[src/rtl/core/tbm_pkg.sv]
package tbm_pkg;

   // Pool geometry. Transmit ids are 0 .. TX_BUFS-1, receive ids run up to TOTAL_BUFS-1.
   localparam int TX_BUFS    = 8;
   localparam int TOTAL_BUFS = 32;
   localparam int IDX_W      = $clog2(TX_BUFS);
   localparam int CNT_W      = $clog2(TX_BUFS + 1);

   // Frame sizes above these need three or two buffers.
   localparam logic [15:0] THRESH_THREE = 16'd8312;
   localparam logic [15:0] THRESH_TWO   = 16'd4186;

   localparam logic [3:0] RETRY_MAX = 4'hF;

   typedef enum logic [2:0] {
      REQ_GET      = 3'd0,
      REQ_RESIZE   = 3'd1,
      REQ_RELEASE  = 3'd2,
      REQ_START    = 3'd3,
      REQ_COMPLETE = 3'd4
   } req_code_type;

   typedef enum logic [1:0] {
      CSR_MIN_SIZE    = 2'd0,
      CSR_MAX_SIZE    = 2'd1,
      CSR_RETRY_LIMIT = 2'd2
   } csr_index_type;

   localparam logic [1:0] ST_OK      = 2'd0;
   localparam logic [1:0] ST_WAIT    = 2'd1;
   localparam logic [1:0] ST_INVALID = 2'd2;

   localparam logic [1:0] ACT_NONE   = 2'd0;
   localparam logic [1:0] ACT_RESEND = 2'd1;
   localparam logic [1:0] ACT_OK     = 2'd2;
   localparam logic [1:0] ACT_FAIL   = 2'd3;

   typedef struct packed {
      logic [2:0]  kind;
      logic [15:0] size;
      logic [7:0]  buf_id;
      logic        auto_release;
      logic        err_any;
      logic        err_late_collision;
      logic        err_loss_carrier;
   } req_item_type;

   typedef struct packed {
      logic [1:0]  status;
      logic [7:0]  granted_id;
      logic [15:0] frame_size;
      logic [15:0] sequence_res;
      logic [1:0]  tx_action;
      logic        wake_waiter;
      logic        give_to_receiver;
   } rsp_item_type;

   typedef struct packed {
      logic [15:0] min_size;
      logic [15:0] max_size;
      logic [3:0]  retry_limit;
   } cfg_type;

   typedef struct packed {
      logic [TX_BUFS-1:0] free_mask;
      logic [CNT_W-1:0]   free_count;
      logic               waiter;
   } pool_state_type;

endpackage

[src/rtl/core/tx_buffer_manager.sv]
// Transmit buffer pool manager.
// A request word is held in the request register, its result word in the result register.
// Throughput: one request word per cycle while results are taken; the pool decision is one
// pass of logic between the request register and the result register.
// Reset (synchronous, active high): all transmit buffers free, no waiter, sequence zero,
// retry counts zero, sizes 60 to 1514 bytes, retry limit three.
module tx_buffer_manager (
   input  logic        clock,
   input  logic        reset,

   input  logic        req_valid,
   output logic        req_ready,
   input  logic [2:0]  req_type,
   input  logic [15:0] req_size,
   input  logic [7:0]  req_buf_id,
   input  logic        req_auto_release,
   input  logic        req_err_any,
   input  logic        req_err_late_collision,
   input  logic        req_err_loss_carrier,

   output logic        rsp_valid,
   input  logic        rsp_ready,
   output logic [1:0]  rsp_status,
   output logic [7:0]  rsp_granted_id,
   output logic [15:0] rsp_frame_size,
   output logic [15:0] rsp_sequence_res,
   output logic [1:0]  rsp_tx_action,
   output logic        rsp_wake_waiter,
   output logic        rsp_give_to_receiver,

   input  logic        csr_valid,
   output logic        csr_ready,
   input  logic [1:0]  csr_index,
   input  logic [15:0] csr_wdata
);
   import tbm_pkg::*;

   // Request register: holds one word until the pool logic has evaluated it.
   logic           req_valid_ff;
   req_item_type   req_item_ff;
   req_item_type   req_item_in;

   // Result register: holds the answer until the consumer takes it.
   logic           rsp_valid_ff;
   rsp_item_type   rsp_item_ff;

   cfg_type        cfg_ff;
   rsp_item_type   result;
   pool_state_type pool_state;
   logic           advance;

   // The pool state is updated exactly when a request moves into the result register,
   // so back-to-back requests always see the effect of the one before.
   assign advance   = req_valid_ff && (!rsp_valid_ff || rsp_ready);
   assign req_ready = !req_valid_ff || advance;
   assign csr_ready = 1'b1;

   assign req_item_in.kind               = req_type;
   assign req_item_in.size               = req_size;
   assign req_item_in.buf_id             = req_buf_id;
   assign req_item_in.auto_release       = req_auto_release;
   assign req_item_in.err_any            = req_err_any;
   assign req_item_in.err_late_collision = req_err_late_collision;
   assign req_item_in.err_loss_carrier   = req_err_loss_carrier;

   always_ff @(posedge clock) begin
      if (reset) begin
         req_valid_ff <= 1'b0;
      end else if (req_ready) begin
         req_valid_ff <= req_valid;
      end
      if (req_valid && req_ready) begin
         req_item_ff <= req_item_in;
      end
   end

   always_ff @(posedge clock) begin
      if (reset) begin
         rsp_valid_ff <= 1'b0;
      end else if (advance) begin
         rsp_valid_ff <= 1'b1;
      end else if (rsp_ready) begin
         rsp_valid_ff <= 1'b0;
      end
      if (advance) begin
         rsp_item_ff <= result;
      end
   end

   // Configuration words land directly; an index beyond the register list is dropped.
   always_ff @(posedge clock) begin
      if (reset) begin
         cfg_ff.min_size    <= 16'd60;
         cfg_ff.max_size    <= 16'd1514;
         cfg_ff.retry_limit <= 4'd3;
      end else if (csr_valid) begin
         unique case (csr_index)
            CSR_MIN_SIZE:    cfg_ff.min_size    <= csr_wdata;
            CSR_MAX_SIZE:    cfg_ff.max_size    <= csr_wdata;
            CSR_RETRY_LIMIT: cfg_ff.retry_limit <= csr_wdata[3:0];
            default: begin
            end
         endcase
      end
   end

   tbm_pool u_pool (
      .clock      (clock),
      .reset      (reset),
      .cfg        (cfg_ff),
      .fire       (advance),
      .item       (req_item_ff),
      .result     (result),
      .pool_state (pool_state)
   );

   assign rsp_valid            = rsp_valid_ff;
   assign rsp_status           = rsp_item_ff.status;
   assign rsp_granted_id       = rsp_item_ff.granted_id;
   assign rsp_frame_size       = rsp_item_ff.frame_size;
   assign rsp_sequence_res     = rsp_item_ff.sequence_res;
   assign rsp_tx_action        = rsp_item_ff.tx_action;
   assign rsp_wake_waiter      = rsp_item_ff.wake_waiter;
   assign rsp_give_to_receiver = rsp_item_ff.give_to_receiver;

   // The free count always equals the number of free buffers in the mask.
   a_count_matches_mask: assert property (@(posedge clock) disable iff (reset)
      pool_state.free_count == CNT_W'($countones(pool_state.free_mask)))
      else $error("free count out of step with free mask");

   // A pending request is never dropped while the result register is stalled.
   a_request_held: assert property (@(posedge clock) disable iff (reset)
      req_valid_ff && rsp_valid_ff && !rsp_ready |=> req_valid_ff)
      else $error("pending request lost during output stall");

   // A wait answer leaves a waiter marked.
   a_wait_marks_waiter: assert property (@(posedge clock) disable iff (reset)
      advance && (result.status == ST_WAIT) |=> pool_state.waiter)
      else $error("wait answer without waiter mark");

   // A new result only appears after a request was evaluated.
   a_result_from_request: assert property (@(posedge clock) disable iff (reset)
      $rose(rsp_valid_ff) |-> $past(advance))
      else $error("result appeared without a request");

endmodule

[src/rtl/core/tbm_pool.sv]
module tbm_pool (
   input  logic                    clock,
   input  logic                    reset,
   input  tbm_pkg::cfg_type        cfg,
   input  logic                    fire,
   input  tbm_pkg::req_item_type   item,
   output tbm_pkg::rsp_item_type   result,
   output tbm_pkg::pool_state_type pool_state
);
   import tbm_pkg::*;

   logic [TX_BUFS-1:0] free_mask_ff, free_mask_in;
   logic [CNT_W-1:0]   free_count_ff, free_count_in;
   logic               waiter_ff, waiter_in;
   logic [15:0]        seq_ff, seq_in;
   logic [15:0]        sizes_ff [TX_BUFS];
   logic [3:0]         retry_ff [TX_BUFS];

   logic [IDX_W-1:0]   id_idx;
   logic               id_tx_ok;
   logic               id_total_ok;
   logic [1:0]         need;
   logic [IDX_W-1:0]   low_idx;
   logic [15:0]        clamped;
   logic [3:0]         retry_cnt;
   logic [TX_BUFS-1:0] rel_bit;

   logic               size_we;
   logic [IDX_W-1:0]   size_idx;
   logic               retry_we;
   logic               retry_clr;
   logic               do_release;

   assign id_idx      = item.buf_id[IDX_W-1:0];
   assign id_tx_ok    = item.buf_id < 8'(TX_BUFS);
   assign id_total_ok = {1'b0, item.buf_id} < 9'(TOTAL_BUFS);
   assign retry_cnt   = retry_ff[id_idx];
   assign rel_bit     = TX_BUFS'(1) << id_idx;

   assign need = (item.size > THRESH_THREE) ? 2'd3 :
                 (item.size > THRESH_TWO)   ? 2'd2 : 2'd1;

   // Lowest set bit of the free mask.
   always_comb begin
      low_idx = '0;
      for (int k = TX_BUFS - 1; k >= 0; k--) begin
         if (free_mask_ff[k]) begin
            low_idx = IDX_W'(k);
         end
      end
   end

   // Minimum wins over maximum; in range, odd sizes round up unless already all ones.
   always_comb begin
      if (item.size < cfg.min_size) begin
         clamped = cfg.min_size;
      end else if (item.size > cfg.max_size) begin
         clamped = cfg.max_size;
      end else if (item.size[0] && (item.size != 16'hFFFF)) begin
         clamped = item.size + 16'd1;
      end else begin
         clamped = item.size;
      end
   end

   always_comb begin
      result        = '0;
      free_mask_in  = free_mask_ff;
      free_count_in = free_count_ff;
      waiter_in     = waiter_ff;
      seq_in        = seq_ff;
      size_we       = 1'b0;
      size_idx      = id_idx;
      retry_we      = 1'b0;
      retry_clr     = 1'b0;
      do_release    = 1'b0;

      unique case (item.kind)
         REQ_GET: begin
            if ((free_mask_ff == '0) || (CNT_W'(need) > free_count_ff)) begin
               result.status = ST_WAIT;
               waiter_in     = 1'b1;
            end else begin
               free_count_in       = free_count_ff - CNT_W'(1);
               free_mask_in        = free_mask_ff & ~(TX_BUFS'(1) << low_idx);
               size_we             = 1'b1;
               size_idx            = low_idx;
               result.granted_id   = 8'(low_idx);
               result.frame_size   = clamped;
               result.sequence_res = seq_ff;
               seq_in              = seq_ff + 16'd1;
            end
         end
         REQ_RESIZE: begin
            if (!id_tx_ok) begin
               result.status = ST_INVALID;
            end else begin
               size_we           = 1'b1;
               result.frame_size = clamped;
            end
         end
         REQ_RELEASE: begin
            if (!id_total_ok) begin
               result.status = ST_INVALID;
            end else if (id_tx_ok) begin
               do_release = 1'b1;
            end else begin
               result.give_to_receiver = 1'b1;
            end
         end
         REQ_START: begin
            if (!id_tx_ok) begin
               result.status = ST_INVALID;
            end else begin
               retry_clr = 1'b1;
            end
         end
         REQ_COMPLETE: begin
            if (!id_tx_ok) begin
               result.status = ST_INVALID;
            end else begin
               result.frame_size = sizes_ff[id_idx];
               if (item.err_any && (item.err_late_collision || item.err_loss_carrier)) begin
                  retry_we = (retry_cnt != RETRY_MAX);
               end
               if (item.err_any && (item.err_late_collision || item.err_loss_carrier) &&
                   (retry_cnt < cfg.retry_limit)) begin
                  result.tx_action = ACT_RESEND;
               end else begin
                  result.tx_action = item.err_any ? ACT_FAIL : ACT_OK;
                  do_release       = item.auto_release;
               end
            end
         end
         default: begin
         end
      endcase

      if (do_release) begin
         result.wake_waiter = waiter_ff;
         waiter_in          = 1'b0;
         if ((free_mask_ff & rel_bit) == '0) begin
            free_mask_in = free_mask_ff | rel_bit;
            if (free_count_ff < CNT_W'(TX_BUFS)) begin
               free_count_in = free_count_ff + CNT_W'(1);
            end
         end
      end
   end

   always_ff @(posedge clock) begin
      if (reset) begin
         free_mask_ff  <= '1;
         free_count_ff <= CNT_W'(TX_BUFS);
         waiter_ff     <= 1'b0;
         seq_ff        <= '0;
         for (int i = 0; i < TX_BUFS; i++) begin
            retry_ff[i] <= '0;
         end
      end else if (fire) begin
         free_mask_ff  <= free_mask_in;
         free_count_ff <= free_count_in;
         waiter_ff     <= waiter_in;
         seq_ff        <= seq_in;
         if (retry_clr) begin
            retry_ff[id_idx] <= '0;
         end else if (retry_we) begin
            retry_ff[id_idx] <= retry_cnt + 4'd1;
         end
      end
   end

   // Frame sizes have no reset value.
   always_ff @(posedge clock) begin
      if (fire && size_we) begin
         sizes_ff[size_idx] <= clamped;
      end
   end

   assign pool_state.free_mask  = free_mask_ff;
   assign pool_state.free_count = free_count_ff;
   assign pool_state.waiter     = waiter_ff;

endmodule
[config.mk]
export PLATFORM = sky130hd
export DESIGN_NAME = tx_buffer_manager
export DESIGN_NICKNAME = d
export VERILOG_FILES = /design/src/rtl/core/tbm_pkg.sv /design/src/rtl/core/tx_buffer_manager.sv /design/src/rtl/core/tbm_pool.sv
export SDC_FILE = /design/constraint.sdc
export NUM_CORES = 1
export LEC_CHECK = 0
export BUFFER_PORTS_ARGS = -buffer_cell sky130_fd_sc_hd__buf_4
export CAP_MARGIN = 0
export CORE_ASPECT_RATIO = 0.5
export CORE_UTILIZATION = 36
export DETAILED_ROUTE_END_ITERATION = 10
export REMOVE_ABC_BUFFERS = 1
export SLEW_MARGIN = 25
export SYNTH_ARGS = -nofsm -noshare
export SYNTH_HDL_FRONTEND = slang
export SYNTH_HIERARCHICAL = 1
export SYNTH_SLANG_ARGS = --single-unit
[constraint.sdc]
create_clock -name clock -period 4.95 [get_ports clock]
set_clock_uncertainty 0.05 [all_clocks]
set_input_delay 0.7425 -clock clock [delete_from_list [all_inputs] [get_ports clock]]
set_output_delay 0.7425 -clock clock [all_outputs]
set_load 0.05 [all_outputs]
# == After elaboration in Yosys (flattened, before gate mapping) ==
# Memories as Yosys holds them, arrays and structs flattened. A register that Yosys moved wholly into a read port is not among the register bits.
# Index checks and enable logic that the tools add are counted.
# op_classes
n_addsub,5
mul,0
n_div,0
order_cmp,9
eq_ne,8
n_shift,2
mux,70
bitwise,9
n_reduce_logical,30
# op_table
cell,n
two-way mux 16 bit,5
one-hot mux 16 bit (3 select lines),1
two-way mux 3 bit,13
adder 16 x 1 -> 16 bit (second input constant),2
two-way mux 1 bit,32
two-way mux 32 bit,1
two-way mux 8 bit,4
two-way mux 4 bit,7
AND 8 bit,2
greater-than comparator 16 x 13 -> 1 bit (second input constant),1
greater-than comparator 16 x 14 -> 1 bit (second input constant),1
greater-than comparator 16 bit,1
zero test 8 bit,2
< comparator 16 bit,1
!= test 16 bit (second input constant),1
<< shifter 1 x 3 -> 8 bit (first input constant),2
AND reduction 2 bit,5
adder 4 x 1 -> 4 bit (second input constant),2
< comparator 8 x 4 -> 1 bit (second input constant),1
< comparator 8 x 6 -> 1 bit (second input constant),1
two-way mux 2 bit,4
inverter 8 bit,1
OR 8 bit,1
== test 3 x 2 -> 1 bit (second input constant),2
other kinds (23),40
# totals
ff_bits,144
latch_bits,0
ram_bits,160
rom_bits,0
inputBits,54
out_inout_bits,49
elab_cells,160
memories,2
# mem_list
name,words,width,rd,rd_ports_with_merged_regs,write_ports,line_no,rtl
u_pool.sizes_ff,8,16,1,1,1,tbm_pool.sv:16,logic [15:0] sizes_ff [TX_BUFS];
u_pool.retry_ff,8,4,1,1,8,tbm_pool.sv:17,logic [3:0] retry_ff [TX_BUFS];

# == Depth between registers and ports, before layout ==
# Gate-level depths: netlist (run 1).
# depth
ltp_word,15
depth_mapped,17

# == Cells and area by module ==
# Netlist (run 1), hierarchy kept.
# modules_own_cells
mod,n_inst,cells_per_inst,area_per_inst_um2,seq_area_each_um2
tbm_pool,1,911,10400.0,5385.2
tx_buffer_manager,1,237,3921.3,3072.9

# == Worst setup path before layout (run 1) ==
# No wires, ideal clock.
# synth_timing
path_kind,reg2reg
start,register req_item_ff[22] (netlist bit)
end,memory u_pool.sizes_ff[6][0] (enable)
setup_time_ps,388
arrival_time_ps,3795
required_ps,4512
path_slack_ps,717
stages_incl_launch_ff,13
n_path_buf,0
period_less_slack_ps,4233
path_cell_list,edfxtp_1 or4_1 nor2_1 a21boi_0 or4_1 ha_1 nor2b_1 o21ai_1 and3_1 and2_1 o21bai_1 or3b_1 nor2_1
# synth_via
elab_chain_len,10
elab_cells_between_ends,13
classes_between,order compare: 3; mux: 8; reduce/logical: 2
# synth_lines
item,line_no,rtl
"start, declared",tx_buffer_manager.sv:40,req_item_type req_item_ff;
"start signal, assigned",tx_buffer_manager.sv:73,req_item_ff <= req_item_in;
greater-than comparator 16 x 13 -> 1 bit,tbm_pool.sv:41,(item.size > THRESH_TWO) ? 2'd2 : 2'd1;
two-way mux 2 bit,tbm_pool.sv:41,
two-way mux 2 bit (*),tbm_pool.sv:40,assign need = (item.size > THRESH_THREE) ? 2'd3 :
greater-than comparator 2 x 4 -> 1 bit (*),tbm_pool.sv:80,if ((free_mask_ff == '0) || (CNT_W'(need) > free_count_ff)) begin
logical OR 1 bit (*),tbm_pool.sv:80,
two-way mux 1 bit,tbm_pool.sv:80,
one-hot mux 1 bit (2 select lines),tbm_pool.sv:78,unique case (item.kind)
logical AND 1 bit,tbm_pool.sv:175,if (fire && size_we) begin
two-way mux 1 bit,tbm_pool.sv:175,
two-way mux 1 bit (not written as such),tbm_pool.sv:176,sizes_ff[size_idx] <= clamped;
"end, declared",tbm_pool.sv:16,
# Mark *: on every way between the ends. The rest lies on a longest branch, timed or not.

# == Worst setup path after layout (run 1) ==
# layout_timing
start,register req_item_ff[22] (netlist bit)
end,memory u_pool.sizes_ff[5][12] (enable)
# Same word-level chain as after synthesis.

==> results of run 1 <==
==> worst paths after layout <==
kind,cells past startpoint,start,slack [ns],to
worst max-delay path,12,req_item_ff[22],0.48,u_pool/sizes_ff[5][12]
worst min-delay path,1,req_size[0],0.27,req_item_ff[12]
worst max register to register,12,req_item_ff[22],0.48,u_pool/sizes_ff[5][12]
worst min register to register,2,req_valid_ff,0.43,rsp_valid
==> through the flow <==
step           util [%]  instance area [um^2]  setup slack [ns]
2_1_floorplan         -                 14000             0.177
3_3_place_gp       40.0                 15600             0.662
3_5_place_dp       40.0                 15600             0.567
4_1_cts            42.4                 16600             0.545
5_1_grt            42.4                 16600             0.154
6_report           42.4                 16600             0.484
==> flip-flops by register name, summed over array words and instances (netlist names), 8 cells and up <==
| signal | cells |
|---|---|
| cfg_ff | 36 |
| req_item_ff | 31 |
| rsp_frame_size | 16 |
| u_pool/seq_ff | 16 |
| rsp_sequence_res | 16 |
| u_pool/retry_ff | 32 |
| rsp_granted_id | 8 |
| u_pool/sizes_ff | 128 |
| u_pool/free_mask_ff | 8 |
==> cell usage in the layout (no fill, tap or decap), types with 6 or more instances in the layout <==
cell	instances
nand3_1	30
clkbuf_16	29
nand2_1	93
a31oi_1	16
nand2b_1	45
nand4_1	9
o21ai_1	16
mux2i_1	49
conb_1	6
a21oi_1	50
inv_1	51
mux4_2	40
a211oi_1	9
xnor2_1	16
clkinv_1	6
clkbuf_1	6
nor2_1	111
dfxtp_1	67
a21o_1	6
o21ai_0	45
and2_1	23
o21bai_1	11
nor3_1	13
edfxtp_1	237
and3_1	8
ha_1	42
or3_1	9
buf_4	127
==> per-layer routing <==
metal / wire length (um) / up-vias / global-route usage (%) / part of all wire [%]
li1: - / 4437 / - / -
met1: 15700 / 4740 / 23.0 / 44
met2: 17300 / 265 / 29.5 / 49
met3: 1860 / 42 / 2.70 / 5.2
met4: 750 / 0 / 4.39 / 2.1
met5: 0 / - / 0 / 0
==> area by class of cell <==
class / instances / area (um^2)
inverter: 52 / 195
sequential: 304 / 8460
clock inverter: 15 / 138
timing repair buffer: 127 / 953
clock buffer: 37 / 776
tap: 530 / 663
multi-input combinational: 739 / 5370
fill: 3642 / 22500
==> critical path: stages, from the launching register on <==
cell and delay, ns:
edfxtp_1 0.51, or4_1 0.55, nor2_1 0.21, a21boi_0 0.17, or4_1 0.45, ha_1 0.31
nor2b_1 0.14, o21ai_1 0.41, nand3_2 0.33, o22ai_1 0.24, or3b_1 0.39, nor2_1 0.10
buf_4 0.27
==> power groups by stage <==
| stage | logic (mW) | registers, mW | clock network [mW] |
|---|---|---|---|
| after global routing | 0.621 | 2.91 | 2.31 |
| after detailed placement | 0.571 | 2.96 | 0 |
| after CTS | 0.574 | 2.90 | 2.22 |
| after floorplan | 0.279 | 3.01 | 0 |
| final | 0.573 | 2.90 | 2.17 |
| after global placement | 0.553 | 2.95 | 0 |
==> flow_summary.ini, run 1 <==
[status]
outcome = complete, no violations

[sta]
grt_setup_unrepaired = no
hold-worst-slack_ns = 0.270
finalCriticalPeriod_ns = 4.47
worst_pin_slew_ns = 0.937
final.setup.tns_ns = 0
drv_slew = 0
setup_viol = 0
slew_headroom_pct = 37.5
period_share_pct = 90.2
hold_violations = 0
max_freq_mhz = 224

[power_and_ir_drop]
p_sw_share_pct = 24.7
p_int_mw = 4.25
p_clk_share_pct = 38.5
p_total_mw = 5.65
power_density_nw_per_um2 = 341
p_switching_mw = 1.39
ir_drop_v = 0.000293
power_frac_seq_pct = 51.4
p_leak_nw = 5.95
combinationalPowerShare_pct = 10.2

[drt]
wl_per_cell_um = 19.7
antenna_left = 0
drt-total-wl_um = 35600
vias_per_cell = 5.26
dr.first_iter.drc_count = 800
drc_errors = 0
vias = 9484
first_pass_iters = 5

[place]
port_buffers = 101
dp_cells = 1752
place.gp.congestion = 0.870
hpwl_um = 25600

[worst_setup_path]
crit_type = reg2reg
arrival_ns = 4.67
cp-start-kind = register
critPathRequiredTime_ns = 5.15
end_kind = register
cp_max_fo = 16

[final_layout]
antenna_cells = 0
areaGrowthSynthToFinish_pct = 15.6
finalNetCount = 1349
drive_gt1_share_pct = 18.6
finalNonFillerCells = 1804

[grt]
grt_start_max_net_pins = 80
grt_pass1_vias = 9348
antenna_found_initial = 0
overflow = 0
grt_pass1_wl_um = 53900
grt_use_total_pct = 17.3

[cts]
clk_pin_slew_worst_paths_ns = 0.07
ctsResizeCount = 0
clkSinkCount = 304
cts_made_buffers = 29
clockBufferDepth = 3
clk_latency_ns = 0.59
ctsHoldBuffers = 0
cts_tree = yes
cts_max_level = 1
clk_root_buffer_cell = clkbuf_16
post_cts_buffers = 0

[floorplan]
rows = 51
core_um2 = 39100
start_util_pct = 36.7
dieArea_um2 = 40600
die_y_um = 143
io_pins = 103
die-width_um = 284

[synth]
syn_inst = 1147
synth_area_um2 = 14300
post_synth.cell_area_avg_um2 = 12.5
ys_warn_count = 6

[run]
maxCapViolations = 0

[min_path]
hp-class = in2reg
(Power assumes the default switching activity.)
==> inputs of run 2 (changes only) <==
Settings changed: REMOVE_ABC_BUFFERS 1 to unset.
Clock period 4.95 ns to 4.53 ns, I/O delays scaled along.
==> flow_summary.ini, run 2 (same netlist as run 1, synthesis figures left out) <==
[final_layout]
regArea_um2 = 8460
antenna_cells = 0
n_fill_cell = 3584
largest_reg_flops = 128
final_common_cell = edfxtp_1
finalNetCount = 1357
drive_gt1_share_pct = 19.2
final_cell_mix = 237 x edfxtp_1, 135 x buf_4, 111 x nor2_1, 93 x nand2_1, 67 x dfxtp_1
multi_input_area_um2 = 5360
top_register = u_pool/sizes_ff
postLayoutCellArea_um2 = 16700
reg_top3 = u_pool/sizes_ff x128, cfg_ff x36, u_pool/retry_ff x32
areaGrowthSynthToFinish_pct = 16.5

[sta]
slew_headroom_pct = 49.5
period_share_pct = 95.0
drv_slew = 0
grt_setup_unrepaired = no
worst_pin_slew_ns = 0.758
max_freq_mhz = 232
final.setup.tns_ns = 0
finalCriticalPeriod_ns = 4.30
fin_ws_ns = 0.227
hold_violations = 0
setup_viol = 0

[worst_setup_path]
crit_type = reg2reg
path_depth = 13
crit_chain = or4_1 -> nor2_1 -> a21boi_0 -> or4_1 -> ha_1 -> nor2b_1 -> o21ai_1 -> buf_4 -> nand3_2 -> o22ai_1 -> or3b_1 -> nor2_1 -> buf_4
reg2regPathDepth = 13
path_delay_family = simple AND/OR/NAND/NOR gates
cp_max_fo = 16
reg2reg_from = req_item_ff[23]
crit_path_start = req_item_ff[23]
arrival_ns = 4.49
cp-start-kind = register
ff2ff_setup_slack_ns = 0.23
critical_path.max_stage_delay_ns = 0.54
reg2reg_to = u_pool/sizes_ff[5][3]
end_kind = register
path_buf_inv = 2
crit_end = u_pool/sizes_ff[5][3]
critPathRequiredTime_ns = 4.72
slowest_stage = or4_1

[floorplan]
die_y_um = 143
dieArea_um2 = 40600
core_um2 = 39100
io_pins = 103
die-width_um = 284
start_util_pct = 36.7
rows = 51

[drt]
drc_errors = 0
vias_per_cell = 5.26
vias = 9541
first_pass_iters = 6
dr.first_iter.drc_count = 1086
antenna_left = 0
wl_per_cell_um = 20.0
drt-total-wl_um = 36200

[power_and_ir_drop]
p_total_mw = 6.35
power_density_nw_per_um2 = 381
p_leak_nw = 6.02
ir_drop_v = 0.000259

[place]
port_buffers = 101
place.gp.congestion = 0.873
hpwl_um = 26200
pre_cts_ws_ns = 0.309
placed_cell_area_um2 = 15700

[run]
maxCapViolations = 0

[grt]
grt_pass1_wl_um = 55000
grt_start_max_net_pins = 81
grt_use_total_pct = 17.6
overflow = 0
grt_pass1_vias = 9353
antenna_found_initial = 0

[cts]
ctsResizeCount = 0
clk_latency_ns = 0.56
cts_tree = yes
cts_made_buffers = 29
clk_pin_slew_worst_paths_ns = 0.07
clkSinkCount = 304
clockBufferDepth = 3
cts_max_level = 1
ctsHoldBuffers = 0
post_cts_buffers = 0
clk_root_buffer_cell = clkbuf_16

[status]
outcome = complete, no violations

[min_path]
hp-class = in2reg
## run 2: cell count changes in the layout (fill, tap and decap cells not counted)
cell	previous run	this run
clkinv_4	0	1
nor3b_2	1	2
nor3b_4	1	0
bufinv_16	2	6
buf_4	127	135
clkinv_1	6	3
o21ai_1	16	14
clkinvlp_4	2	1
clkbuf_1	6	9
clkbuf_8	2	0
inv_16	1	0
o21ai_0	45	47
## run 2: worst min-delay path by stage
stage,end,start,slack [ns],cells after the start
after floorplan,rsp_valid,req_valid_ff,0.38,2
after global placement,rsp_valid,req_valid_ff,0.39,2
after detailed placement,rsp_valid,req_valid_ff,0.41,2
after CTS,req_item_ff[20],req_size[8],0.22,1
after global routing,req_item_ff[19],req_size[7],0.22,1
final,req_item_ff[20],req_size[8],0.25,1
## run 2: area by class of cell
class | instances | share of cell area, %
well taps | 530 | 3.98
multi-input cells | 739 | 32.2
flip-flops and latches | 304 | 50.7
clock inverters | 15 | 1.37
clock buffers | 38 | 4.55
inverters | 52 | 1.17
repair buffers | 135 | 6.08
## run 2: layer usage
metal	share of wire, %	track usage [%]	vias up
met1	45	24.9	4701
met3	6.4	2.92	53
met5	0	0	-
met4	2.4	4.67	0
met2	46	28.1	330
li1	-	-	4457
## run 2: per-stage QoR
| step | hold WS, ns | utilization [%] | instances |
|---|---|---|---|
| global route | 0.220 | 42.7 | 1813 |
| finish | 0.248 | 42.7 | 1813 |
| CTS | 0.225 | 42.7 | 1813 |
| floorplan | 0.384 | - | 1151 |
| detailed placement | 0.414 | 40.2 | 1760 |
| global placement | 0.393 | 40.2 | 1760 |
## run 2: power by group
part	switching (mW)	total, mW	internal, mW
Sequential	0.0624	3.17	3.11
Combinational	0.409	0.633	0.224
Clock	1.03	2.55	1.52
==> inputs of run 3 (changes only) <==
Clock period 4.53 ns to 4.7 ns, I/O delays scaled along.
==> flow_summary.ini, run 3 (same netlist as run 1, synthesis figures left out) <==
[place]
port_buffers = 101
placed_cell_area_um2 = 15700
place.gp.congestion = 0.875
dp_cells = 1758
pre_cts_ws_ns = 0.393
hpwl_um = 26700

[grt]
antenna_found_initial = 0
grt_start_max_net_pins = 101
grt_use_total_pct = 18.0
grt_pass1_wl_um = 56000
overflow = 0
grt_pass1_vias = 9369

[floorplan]
core_um2 = 39100
start_util_pct = 36.7
rows = 51
dieArea_um2 = 40600
die_y_um = 143
io_pins = 103
die-width_um = 284

[sta]
slew_headroom_pct = 37.8
drv_slew = 0
setup_viol = 0
final.setup.tns_ns = 0
period_share_pct = 94.5
grt_setup_unrepaired = no
worst_pin_slew_ns = 0.933
max_freq_mhz = 225
hold_violations = 0
hold-worst-slack_ns = 0.252
finalCriticalPeriod_ns = 4.44
fin_ws_ns = 0.259

[drt]
drc_errors = 0
wl_per_cell_um = 20.4
vias_per_cell = 5.31
first_pass_iters = 7
vias = 9624
dr.first_iter.drc_count = 951
drt-total-wl_um = 37100
antenna_left = 0

[worst_setup_path]
cp-start-kind = register
crit_type = reg2reg
cp_max_fo = 16
critPathRequiredTime_ns = 4.91
arrival_ns = 4.65
end_kind = register

[cts]
ctsResizeCount = 0
cts_tree = yes
clockBufferDepth = 3
clk_pin_slew_worst_paths_ns = 0.07
clk_latency_ns = 0.58
post_cts_buffers = 0
clkSinkCount = 304
clk_root_buffer_cell = clkbuf_16
cts_max_level = 1
cts_made_buffers = 30
ctsHoldBuffers = 0

[final_layout]
final_common_cell = edfxtp_1
top_register = u_pool/sizes_ff
postLayoutCellArea_um2 = 16800
reg_top3 = u_pool/sizes_ff x128, cfg_ff x36, u_pool/retry_ff x32
post-route-util_pct = 42.9
drive_gt1_share_pct = 19.7
n_fill_cell = 3601
largest_reg_flops = 128
antenna_cells = 0
finalNonFillerCells = 1814
areaGrowthSynthToFinish_pct = 17.0
final_cell_mix = 237 x edfxtp_1, 133 x buf_4, 111 x nor2_1, 93 x nand2_1, 67 x dfxtp_1
finalNetCount = 1356

[power_and_ir_drop]
p_total_mw = 6.29
ir_drop_v = 0.000238
power_density_nw_per_um2 = 376
p_leak_nw = 6.05

[status]
outcome = complete, no violations

[min_path]
hp-class = in2reg

[run]
maxCapViolations = 0
## run 3: final timing paths
path / slack, ns / from / to / cells past startpoint
setup / recovery: 0.26 / req_item_ff[23] / u_pool/sizes_ff[4][13] / 12
hold reg to reg: 0.42 / req_valid_ff / rsp_valid / 2
setup reg to reg: 0.26 / req_item_ff[23] / u_pool/sizes_ff[4][13] / 12
hold / removal: 0.25 / req_size[1] / req_item_ff[13] / 1
## run 3: final cells by class
cell class / instances / area, um^2 / share of cell area, %
inverter: 52 / 195 / 1.17
multi-input combinational: 739 / 5360 / 32.0
sequential: 304 / 8460 / 50.5
tap: 530 / 663 / 3.96
timing repair buffer: 133 / 998 / 5.96
clock buffer: 33 / 783 / 4.68
clock inverter: 23 / 293 / 1.75
## run 3: power breakdown
group / internal (mW) / total (mW) / leakage, nW / switching, mW
registers: 2.99 / 3.05 / 2.77 / 0.0607
clock network: 1.54 / 2.63 / 0.513 / 1.09
logic: 0.213 / 0.612 / 2.77 / 0.399
total: 4.75 / 6.29 / 6.05 / 1.55
## run 3: critical path: stages, from the launching register on
cell      delay (ns)
edfxtp_1        0.53
or4_1           0.55
nor2_1          0.22
a21boi_0        0.17
or4_1           0.42
ha_1            0.30
nor2b_1         0.13
o21ai_1         0.35
nand3_2         0.32
o22ai_1         0.26
or3b_1          0.41
nor2_1          0.12
buf_4           0.27
## run 3: routing by layer
metal	up-vias	share of wire [%]	GRT usage (%)
met2	285	46	28.2
met4	0	1.9	4.61
met3	49	6.0	2.84
li1	4458	-	-
met5	-	0	0
met1	4832	46	25.9
